**src/hdl/sdl_pkg.sv**
```systemverilog
// Package for the supercube diamond locator: widths, pipeline control types,
// divide-by-three and scale-control helpers, and the slot lookup table.
// No dependencies.
package sdl_pkg;

  localparam int unsigned FractionBits = 30;
  localparam int unsigned MaxExponent  = 30;
  localparam int unsigned CoordW       = 34;
  localparam int unsigned DepthW       = 8;
  localparam int unsigned LevelW       = 7;
  localparam int unsigned BlockW       = 32;
  localparam int unsigned ClassW       = 2;
  localparam int unsigned SlotW        = 6;
  localparam int unsigned LocalW       = 2;
  localparam int unsigned ShiftW       = 5;
  localparam int unsigned ExpW         = LevelW + 1;
  localparam int unsigned Lanes        = 3;
  localparam int unsigned TableDepth   = 64;
  localparam int unsigned Div3Mult     = 171;
  localparam int unsigned Div3Shift    = 9;
  localparam int unsigned Div3ProdW    = 16;

  // Per-stage load enables of the lane pipeline.
  typedef struct packed {
    logic en1;
    logic en2;
    logic en3;
  } lane_en_t;

  // Scale control: left shift when the exponent reaches the fraction width,
  // otherwise right shift by (s - 1) followed by a round-half-up step.
  typedef struct packed {
    logic              left;
    logic [ShiftW-1:0] amt;
  } shift_ctl_t;

  typedef struct packed {
    logic              valid;
    logic [ClassW-1:0] cls;
    logic [SlotW-1:0]  slot;
  } slot_entry_t;

  typedef slot_entry_t [TableDepth-1:0] slot_table_t;

  function automatic logic [LevelW-1:0] div3(input logic [DepthW-1:0] d);
    logic [Div3ProdW-1:0] p;
    p = Div3ProdW'(d) * Div3ProdW'(Div3Mult);
    return p[Div3Shift +: LevelW];
  endfunction

  function automatic shift_ctl_t shift_ctl(input logic [LevelW-1:0] level);
    logic [ExpW-1:0] lp1;
    logic [ExpW-1:0] e;
    shift_ctl_t      c;
    lp1 = {1'b0, level} + ExpW'(1);
    e   = (lp1 < ExpW'(MaxExponent)) ? lp1 : ExpW'(MaxExponent);
    if (e >= ExpW'(FractionBits)) begin
      c.left = 1'b1;
      c.amt  = ShiftW'(e - ExpW'(FractionBits));
    end else begin
      c.left = 1'b0;
      c.amt  = ShiftW'(ExpW'(FractionBits) - e - ExpW'(1));
    end
    return c;
  endfunction

  function automatic int parity_sum(input int idx);
    return ((idx >> 4) & 1) + ((idx >> 2) & 1) + (idx & 1);
  endfunction

  // Index is {x, y, z} local offsets, two bits each.
  function automatic slot_table_t build_slot_table();
    slot_table_t t;
    int          o;
    int          rank;
    int          base;
    for (int i = 0; i < TableDepth; i++) begin
      o    = parity_sum(i);
      rank = 0;
      for (int j = 0; j < i; j++) begin
        if (parity_sum(j) == o) rank++;
      end
      base = (o == 3) ? 0 : (o == 2) ? 8 : 32;
      if (o == 0) begin
        t[i] = '0;
      end else begin
        t[i].valid = 1'b1;
        t[i].cls   = ClassW'(3 - o);
        t[i].slot  = SlotW'(base + rank);
      end
    end
    return t;
  endfunction

  localparam slot_table_t SlotTable = build_slot_table();

endpackage

```
**src/hdl/sdl_lane.sv**
```systemverilog
// One axis lane: magnitude, scale with rounding, sign restore; three stages.
// Depends on sdl_pkg.
module sdl_lane (
  input  logic                             clk_i,
  input  sdl_pkg::lane_en_t                en_i,
  input  logic signed [sdl_pkg::CoordW-1:0] coord_i,
  input  sdl_pkg::shift_ctl_t              shift_i,
  output logic signed [sdl_pkg::BlockW-1:0] block_o,
  output logic [sdl_pkg::LocalW-1:0]       local_o
);
  import sdl_pkg::*;

  localparam logic [CoordW-1:0] One = CoordW'(1);

  logic              neg1_q, neg2_q;
  logic [CoordW-1:0] mag1_d, mag1_q;
  logic [CoordW-1:0] shl, shr;
  logic [CoordW:0]   rsum;
  logic [CoordW-1:0] res2_d, res2_q;
  logic [CoordW-1:0] v3_d, v3_q;

  assign mag1_d = coord_i[CoordW-1] ? (~$unsigned(coord_i) + One) : $unsigned(coord_i);

  assign shl    = mag1_q << shift_i.amt;
  assign shr    = mag1_q >> shift_i.amt;
  assign rsum   = {1'b0, shr} + (CoordW+1)'(1);
  assign res2_d = shift_i.left ? shl : rsum[CoordW:1];

  assign v3_d = neg2_q ? (~res2_q + One) : res2_q;

  always_ff @(posedge clk_i) begin
    if (en_i.en1) begin
      neg1_q <= coord_i[CoordW-1];
      mag1_q <= mag1_d;
    end
    if (en_i.en2) begin
      neg2_q <= neg1_q;
      res2_q <= res2_d;
    end
    if (en_i.en3) begin
      v3_q <= v3_d;
    end
  end

  assign block_o = $signed(v3_q[LocalW +: BlockW]);
  assign local_o = v3_q[LocalW-1:0];

endmodule

```
**src/hdl/sdl_merge.sv**
```systemverilog
// Merge stage: combines lane offsets into class and slot, output register.
// Depends on sdl_pkg.
module sdl_merge (
  input  logic                              clk_i,
  input  logic                              en_i,
  input  logic [sdl_pkg::LevelW-1:0]        level_i,
  input  logic signed [sdl_pkg::BlockW-1:0] block_x_i,
  input  logic signed [sdl_pkg::BlockW-1:0] block_y_i,
  input  logic signed [sdl_pkg::BlockW-1:0] block_z_i,
  input  logic [sdl_pkg::LocalW-1:0]        local_x_i,
  input  logic [sdl_pkg::LocalW-1:0]        local_y_i,
  input  logic [sdl_pkg::LocalW-1:0]        local_z_i,
  output logic [sdl_pkg::LevelW-1:0]        level_o,
  output logic signed [sdl_pkg::BlockW-1:0] block_x_o,
  output logic signed [sdl_pkg::BlockW-1:0] block_y_o,
  output logic signed [sdl_pkg::BlockW-1:0] block_z_o,
  output logic [sdl_pkg::ClassW-1:0]        cube_class_o,
  output logic [sdl_pkg::SlotW-1:0]         slot_o,
  output logic                              valid_res_o
);
  import sdl_pkg::*;

  slot_entry_t entry_d, entry_q;

  assign entry_d = SlotTable[{local_x_i, local_y_i, local_z_i}];

  always_ff @(posedge clk_i) begin
    if (en_i) begin
      level_o   <= level_i;
      block_x_o <= block_x_i;
      block_y_o <= block_y_i;
      block_z_o <= block_z_i;
      entry_q   <= entry_d;
    end
  end

  assign cube_class_o = entry_q.cls;
  assign slot_o       = entry_q.slot;
  assign valid_res_o  = entry_q.valid;

endmodule

```
**src/hdl/supercube_diamond_locator.sv**
```systemverilog
// Supercube diamond locator top: three axis lanes, merge stage, pipeline control.
// Pipeline: 4 register stages, three in the lanes and the last in the merge stage.
// Throughput: one item per cycle; stall passes back combinationally, bubbles fill.
// Reset: asynchronous, active low, clears the stage valid bits only.
// Depends on sdl_pkg, sdl_lane and sdl_merge.
module supercube_diamond_locator (
  input  logic                              clk_i,
  input  logic                              rst_ni,
  input  logic                              in_valid_i,
  output logic                              in_stall_o,
  input  logic signed [sdl_pkg::CoordW-1:0] centre_x_i,
  input  logic signed [sdl_pkg::CoordW-1:0] centre_y_i,
  input  logic signed [sdl_pkg::CoordW-1:0] centre_z_i,
  input  logic [sdl_pkg::DepthW-1:0]        depth_i,
  output logic                              out_valid_o,
  input  logic                              out_stall_i,
  output logic [sdl_pkg::LevelW-1:0]        level_o,
  output logic signed [sdl_pkg::BlockW-1:0] block_x_o,
  output logic signed [sdl_pkg::BlockW-1:0] block_y_o,
  output logic signed [sdl_pkg::BlockW-1:0] block_z_o,
  output logic [sdl_pkg::ClassW-1:0]        cube_class_o,
  output logic [sdl_pkg::SlotW-1:0]         slot_o,
  output logic                              valid_res_o
);
  import sdl_pkg::*;

  logic v1_q, v2_q, v3_q, v4_q;
  logic adv1, adv2, adv3, adv4;
  lane_en_t en;

  logic [LevelW-1:0] level_d, level1_q, level2_q, level3_q;
  shift_ctl_t        shift1_q;

  logic signed [BlockW-1:0] blk [Lanes];
  logic [LocalW-1:0]        loc [Lanes];
  logic signed [CoordW-1:0] coord [Lanes];

  assign adv4 = !v4_q || !out_stall_i;
  assign adv3 = !v3_q || adv4;
  assign adv2 = !v2_q || adv3;
  assign adv1 = !v1_q || adv2;

  assign in_stall_o  = !adv1;
  assign out_valid_o = v4_q;

  assign en.en1 = adv1;
  assign en.en2 = adv2;
  assign en.en3 = adv3;

  assign level_d = div3(depth_i);

  always_ff @(posedge clk_i or negedge rst_ni) begin
    if (!rst_ni) begin
      v1_q <= 1'b0;
      v2_q <= 1'b0;
      v3_q <= 1'b0;
      v4_q <= 1'b0;
    end else begin
      if (adv1) v1_q <= in_valid_i;
      if (adv2) v2_q <= v1_q;
      if (adv3) v3_q <= v2_q;
      if (adv4) v4_q <= v3_q;
    end
  end

  always_ff @(posedge clk_i) begin
    if (adv1) begin
      level1_q <= level_d;
      shift1_q <= shift_ctl(level_d);
    end
    if (adv2) level2_q <= level1_q;
    if (adv3) level3_q <= level2_q;
  end

  assign coord[0] = centre_x_i;
  assign coord[1] = centre_y_i;
  assign coord[2] = centre_z_i;

  for (genvar g = 0; g < Lanes; g++) begin : g_lane
    sdl_lane u_lane (
      .clk_i   (clk_i),
      .en_i    (en),
      .coord_i (coord[g]),
      .shift_i (shift1_q),
      .block_o (blk[g]),
      .local_o (loc[g])
    );
  end

  sdl_merge u_merge (
    .clk_i        (clk_i),
    .en_i         (adv4),
    .level_i      (level3_q),
    .block_x_i    (blk[0]),
    .block_y_i    (blk[1]),
    .block_z_i    (blk[2]),
    .local_x_i    (loc[0]),
    .local_y_i    (loc[1]),
    .local_z_i    (loc[2]),
    .level_o      (level_o),
    .block_x_o    (block_x_o),
    .block_y_o    (block_y_o),
    .block_z_o    (block_z_o),
    .cube_class_o (cube_class_o),
    .slot_o       (slot_o),
    .valid_res_o  (valid_res_o)
  );

endmodule

```
**config.mk**
```make
export PLATFORM = sky130hd
export DESIGN_NAME = supercube_diamond_locator
export DESIGN_NICKNAME = d
export VERILOG_FILES = /design/src/hdl/sdl_pkg.sv /design/src/hdl/sdl_lane.sv /design/src/hdl/sdl_merge.sv /design/src/hdl/supercube_diamond_locator.sv
export SDC_FILE = /design/constraint.sdc
export NUM_CORES = 1
export LEC_CHECK = 0
export BUFFER_PORTS_ARGS = -buffer_cell sky130_fd_sc_hd__buf_2
export CORE_ASPECT_RATIO = 0.5
export CORE_MARGIN = 2
export CORE_UTILIZATION = 25
export CTS_CLUSTER_DIAMETER = 30
export DETAILED_ROUTE_END_ITERATION = 16
export GPL_TIMING_DRIVEN = 0
export RECOVER_POWER = 25
export SLEW_MARGIN = 40
export SYNTH_ARGS = -nofsm -noshare
export SYNTH_HDL_FRONTEND = slang
export SYNTH_SLANG_ARGS = --single-unit
export TNS_END_PERCENT = 5
```
**constraint.sdc**
```tcl
create_clock -name clk_i -period 7.3 [get_ports clk_i]
set_clock_uncertainty 0.05 [all_clocks]
set_input_delay 1.46 -clock clk_i [delete_from_list [all_inputs] [get_ports clk_i]]
set_output_delay 1.46 -clock clk_i [all_outputs]
set_load 0.01 [all_outputs]
```
# [Yosys cells after proc, flatten, opt, wreduce, memory -nomap -nowiden]
# Memory sizes are Yosys's and may differ from the RTL's. A register that Yosys moved wholly into a read port is not among the register bits.
# Cells that the tools add are included.
[classes] shifts=6 magnitude_cmp=2 n_mul=1 n_mux=11 n_addsub=13 n_reduce_logical=10 n_bitwise=6
[op_table] cell="34-bit by 1-bit adder with 34-bit output (second input constant)" n=6
[op_table] cell="34-bit 2-to-1 mux" n=6
[op_table] cell="34-bit inverter" n=6
[op_table] cell="34-bit by 1-bit adder with 35-bit output (second input constant)" n=3
[op_table] cell="34-bit by 5-bit left shift with 34-bit output" n=3
[op_table] cell="34-bit by 5-bit >> shifter with 34-bit output" n=3
[op_table] cell="33-bit 2-to-1 mux" n=3
[op_table] cell="8-bit by 8-bit multiplier with 16-bit output (second input constant)" n=1
[op_table] cell="7-bit by 1-bit adder with 8-bit output (second input constant)" n=1
[op_table] cell="8-bit by 5-bit greater-or-equal comparator with 1-bit output (second input constant)" n=1
[op_table] cell="8-bit by 5-bit less-than comparator with 1-bit output (second input constant)" n=1
[op_table] cell="8-bit 2-to-1 mux" n=1
[op_table] cell="1-bit zero test" n=6
[op_table] cell="6-bit 2-to-1 mux" n=1
[op_table] cell="5-bit by 1-bit subtractor with 5-bit output (second input constant)" n=1
[op_table] cell="5-bit subtractor (first input constant)" n=1
[op_table] cell="5-bit subtractor (second input constant)" n=1
[op_table] cell="1-bit logical OR" n=4
[word_totals] register_bits=446 output_inout_bits=114 romBits=576 n_memories=1
[memory_table] memory="(name not given)" depth=64 word_bits=9 read_ports=1 rd_clocked_by_memory_dff=1 write_ports=0 line_no="sdl_merge.sv:25" rtl="assign entry_d = SlotTable[{local_x_i, local_y_i, local_z_i}];"

# [Depth between registers and ports, before layout]
[depth] ltp_word=7 depth_mapped=19 mapped_depth_nobuf=18

# [Cells and area by module]
# Synthesis repeated with hierarchy kept, for this count alone.
[hier_totals] hier_cells=3043 hier_area_um2=33474.6
[modules_own_cells] mod="sdl_lane at g_lane[1].u_lane ..." cells_per_inst=889 area_per_inst_um2=9187.6 instances=2
[modules_own_cells] mod="sdl_lane at g_lane[0].u_lane" cells_per_inst=915 area_per_inst_um2=9097.5 instances=1
[modules_own_cells] mod="sdl_merge" cells_per_inst=149 area_per_inst_um2=3634.7 instances=1
[modules_own_cells] mod="supercube_diamond_locator" cells_per_inst=201 area_per_inst_um2=2367.3 instances=1

# [Least setup slack after synthesis]
# Ideal clock, no wire load.
[synth_path] path_type="input to output" start="input port out_stall_i" end="output port in_stall_o" setup_slack_ns=0.698 required_ns=5.790 arrival_ns=5.092 cell_stages=3 path_buffers=0 path_cell_list="and3_1 nand3_1 inv_1"
[synth_between] elab_chain_cells=6
[synth_lines] item="start: declaration" line_no="supercube_diamond_locator.sv:16" rtl="input logic out_stall_i,"
[synth_lines] item="1-bit zero test" line_no="supercube_diamond_locator.sv:38" rtl="assign adv4 = !v4_q || !out_stall_i;"
[synth_lines] item="1-bit logical OR" line_no="supercube_diamond_locator.sv:38"
[synth_lines] item="1-bit logical OR" line_no="supercube_diamond_locator.sv:39" rtl="assign adv3 = !v3_q || adv4;"
[synth_lines] item="1-bit logical OR" line_no="supercube_diamond_locator.sv:40" rtl="assign adv2 = !v2_q || adv3;"
[synth_lines] item="1-bit logical OR" line_no="supercube_diamond_locator.sv:41" rtl="assign adv1 = !v1_q || adv2;"
[synth_lines] item="1-bit zero test" line_no="supercube_diamond_locator.sv:43" rtl="assign in_stall_o = !adv1;"
[synth_lines] item="end: declaration" line_no="supercube_diamond_locator.sv:10" rtl="output logic in_stall_o,"
# Every way passes these cells.

# [Worst setup path in the final report]
[layout_path] start="register shift1_q[3] (netlist bit)" end="register g_lane[0].u_lane.res2_q[27] (data pin)"
[layout_between] elab_chain_cells=3
[layout_lines] item="start: declaration" line_no="supercube_diamond_locator.sv:32" rtl="shift_ctl_t shift1_q;"
[layout_lines] item="start signal: assignment" line_no="supercube_diamond_locator.sv:69" rtl="shift1_q <= shift_ctl(level_d);"
[layout_lines] item="34-bit by 5-bit >> shifter with 34-bit output" line_no="sdl_lane.sv:25" rtl="assign shr = mag1_q >> shift_i.amt;"
[layout_lines] item="34-bit by 1-bit adder with 35-bit output" line_no="sdl_lane.sv:26" rtl="assign rsum = {1'b0, shr} + (CoordW+1)'(1);"
[layout_lines] item="34-bit 2-to-1 mux *" line_no="sdl_lane.sv:27" rtl="assign res2_d = shift_i.left ? shl : rsum[CoordW:1];"
[layout_lines] item="net g_lane[0].u_lane.res2_d[27]" line_no="sdl_lane.sv:19" rtl="logic [CoordW-1:0] res2_d, res2_q;"
[layout_lines] item="end signal: assignment" line_no="sdl_lane.sv:38" rtl="res2_q <= res2_d;"
[layout_lines] item="end: declaration" line_no="sdl_lane.sv:19"
# The timed path passes the listed nets; every way through them passes the cells marked *.
# A chain may end at the register's enable or synchronous reset.

==> reports/qor.yml <==
layout:
  design_area_sq_um: 41540
  nNetsFinal: 3846
  multi_input_area_sq_um: 19960
  area_delta_synth_final_pct: 19.45
  fillers: 14251
  layout-drive-gt1-share: 0.2320
  regArea_sq_um: 13610
timing:
  setup_viol: 0
  period_share: 0.9858
  tightest_slew_ns: 2.317
  relSlewSlack: -0.5448
  hold_viol_final: 0
  min_period_ns: 7.196
  slew_violations: 72
  clock.fmax_mhz: 139.0
  grt_setup_unrepaired: "no"
flow_run:
  max-cap-violations: 2
yosys:
  synth_compound_area_frac: 0.1471
  synth.avg_cell_area_sq_um: 10.43
  synth_xor_area_frac: 0.06901
  synth_fa_ha_area_frac: 0.02778
  synth_commonest_cells: "edfxtp_1 (450), nand2_1 (330), nor2_1 (248)"
  postSynthCellCount: 3333
  synthTopCellsByArea: "edfxtp_1 (39%), mux4_2 (8.2%), mux2i_1 (6.3%)"
  synth_mux_area_frac: 0.1822
  synth-edff-count: 450
  yosysWarnings: 0
  yosysMostFrequentCell: "edfxtp_1"
  synth_cell_types: 98
  ys_ff_latch: 454
  ys_seq_area_frac: 0.3915
  synth_ff_type: "edfxtp_1"
  yosys.area_share.simple: 0.1383
  synth_nets: 3517
  synth_area_sq_um: 34780
  yosysTopAreaCell: "edfxtp_1"
  synthArstFlopShare: 0.008811
  synth_top_family_by_area: "multiplexers"
  synth_top_area_share: 0.3886
critical_path:
  endpoint_kind: "flip-flop"
  r2r-end: "g_lane[0].u_lane.res2_q[27]"
  cp_slowest_cell: "buf_2"
  r2r_setup_slack_ns: 0.10
  critical-path-top-delay-family: "buffers and inverters"
  path_class: "flip-flop to flip-flop"
  crit_fanout: 10
  cpPeakStageDelay_ns: 0.71
  arrival_ns: 7.56
  worst_path_most_repeated_cell: "buf_2"
  reg2reg_from: "shift1_q[3]"
  crit_chain: "buf_4, buf_6, buf_4, buf_2, buf_2, buf_2, mux2i_1, a21oi_1, nand3_1, o211ai_1, ha_1, inv_1, a221oi_1, nand4_1, or3_1, clkbuf_1, o311ai_0, a21oi_1, a311o_1"
  cp_num_buf_inv: 8
  start_kind: "flip-flop"
  r2r_cells: 19
  worstPathRequired_ns: 7.66
power:
  power.leakage_nw: 14.65
  totalPowerFinal_w: 0.02366
  vdd_drop_max_mv: 0.1935
  power.density_nw_per_um2: 569.6
clock_network:
  hold_buffers: 0
  clock_sinks: 454
  htree_num_levels: 3
  cts_setup_buffers: 0
  cts_tree: "done"
  clockBufferDepth: 3
  cts_resized: 0
  clk_pin_slew_worst_paths_ns: 0.06
  clk_latency_ns: 0.70
  cts-buffers-inserted: 70
  clockRootBuffer: "clkbuf_16"
floorplanning:
  dieWidth_microns: 531.5
  rows: 96
  die_h_microns: 267.7
  start_util: 0.2529
  io_pins: 228
  core_sq_um: 137500
  fp.dieArea_sq_um: 142300
routing:
  dr_total_vias: 33148
  routed_wirelength_microns: 221700
  post_drt_wl_per_cell_microns: 39.59
  drt_iter0_markers: 4537
  drc: 0
  drtPass1Iterations: 6
  ant_nets: 0
  vias_per_cell: 5.920
global_routing:
  first_global_vias: 31008
  grt_pass1_wl_microns: 291400
  grt_usage: 0.3029
  grt_max_degree: 79
  antenna_found_initial: 23
  grt-ovfl-total: 0
worst_hold_path:
  hp-start: "g_lane[0].u_lane.v3_q[28]"
  hold_path_class: "flip-flop to flip-flop"
  hold_path_depth: 0
  hold_end: "u_merge.block_x_o[26]"
run_status:
  status: "finished, violations left"
  violations: "max-capacitance violations, max-slew violations"
place:
  port_buffers: 227
  place.gp.congestion: 1.029
  placedInstanceArea_sq_um: 38960
  hpwlAfterDp_microns: 176800
metal layers:
metal | vias to the layer above | GRT usage | share of wire
met4 | 8 | 0.07667 | 0.025
met3 | 293 | 0.1108 | 0.12
met1 | 17224 | 0.4613 | 0.48
li1 | 13497 | - | -
met2 | 2126 | 0.3900 | 0.37
met5 | - | 0.004276 | 0.00055
layout make-up:
type	count	area share
Timing Repair Buffer	257	0.03593
Tap cell	1862	0.05608
Clock inverter	56	0.01696
Inverter	69	0.006385
Clock buffer	74	0.04304
Antenna cell	17	0.001024
Buffer	263	0.03229
Sequential cell	454	0.3277
Multi-Input combinational cell	2547	0.4806
worst reg2reg max path, stage by stage, from the launching register on:
cell and delay [ns]:
edfxtp_1 0.32, buf_4 0.21, buf_6 0.20, buf_4 0.27, buf_2 0.51, buf_2 0.52, buf_2 0.73, mux2i_1 0.19
a21oi_1 0.57, nand3_1 0.24, o211ai_1 0.48, ha_1 0.28, inv_1 0.07, a221oi_1 0.44, nand4_1 0.35, or3_1 0.39
clkbuf_1 0.19, o311ai_0 0.44, a21oi_1 0.13, a311o_1 0.38
sequential cells by signal, indices dropped and copies added, names as in the netlist, 2 cells and up:
signal / flops
level1_q: 7
u_merge.cube_class_o: 2
u_merge.block_z_o: 32
g_lane.u_lane.neg1_q: 3
level3_q: 7
shift1_q: 6
g_lane.u_lane.mag1_q: 102
u_merge.block_x_o: 32
g_lane.u_lane.neg2_q: 3
u_merge.level_o: 7
g_lane.u_lane.v3_q: 102
u_merge.slot_o: 5
g_lane.u_lane.res2_q: 102
level2_q: 7
u_merge.block_y_o: 32
power breakdown:
group | internal [W] | leakage (nW) | switching [W]
Sequential | 0.00431 | 4.67 | 0.000789
Combinational | 0.00428 | 8.78 | 0.0108
Clock | 0.00211 | 1.20 | 0.00141
Total | 0.0107 | 14.6 | 0.0130
cell usage in the layout, fill, tap and decap left out, types with 24 or more instances in the layout:
| master | instances |
|---|---|
| mux4_2 | 126 |
| a22oi_1 | 29 |
| a211oi_1 | 40 |
| clkbuf_16 | 71 |
| xnor2_1 | 205 |
| clkbuf_2 | 48 |
| o21ai_0 | 173 |
| a21oi_1 | 125 |
| o211ai_1 | 34 |
| xor2_1 | 69 |
| inv_1 | 63 |
| o31ai_1 | 43 |
| ha_1 | 58 |
| o41ai_1 | 36 |
| nor3_1 | 42 |
| nand2_1 | 329 |
| nand3_1 | 61 |
| nor4_1 | 28 |
| edfxtp_1 | 450 |
| nand2b_1 | 39 |
| mux2_2 | 117 |
| buf_2 | 282 |
| mux2i_1 | 209 |
| or2_2 | 31 |
| o22ai_1 | 56 |
| nor2_1 | 244 |
| and2_1 | 27 |
| clkbuf_1 | 114 |
| or4_1 | 36 |
| buf_4 | 26 |
| or3_1 | 24 |
per-stage QoR:
stage	util	worst slack, ns	TNS, ns	cells	hold slack, ns
after floorplan	-	0.6975	0	3333	0.3503
after global placement	0.2781	-0.6273	-29.64	5422	0.3541
after detailed placement	0.2833	0.5313	0	5448	0.3545
after CTS	0.3014	0.5583	0	5578	0.3430
after global routing	0.3017	0.1058	0	5582	0.3549
final	0.3020	0.1039	0	5599	0.3382
how the worst max path moves through the flow:
stage                           start                          end  cells past startpoint
after global routing      shift1_q[3]  g_lane[0].u_lane.res2_q[31]                     19
after floorplan           out_stall_i                   in_stall_o                      3
after global placement    out_stall_i                   in_stall_o                      5
after detailed placement  shift1_q[3]  g_lane[0].u_lane.res2_q[31]                     19
after CTS                 shift1_q[3]  g_lane[0].u_lane.res2_q[27]                     19
final                     shift1_q[3]  g_lane[0].u_lane.res2_q[27]                     19
cell families (layout without fill, tap and decap cells):
| logic type | after synthesis | count (layout) |
|---|---|---|
| XOR/XNOR | 274 | 274 |
| AO/OA/AOI/OAI | 752 | 752 |
| adder cells (fa/ha/maj) | 70 | 70 |
| other | 0 | 17 |
| buffers and inverters | 332 | 719 |
| flip-flops | 454 | 454 |
| multiplexers | 461 | 461 |
| AND/OR/NAND/NOR | 990 | 990 |
Note: power is estimated with default switching activity, not from simulation.
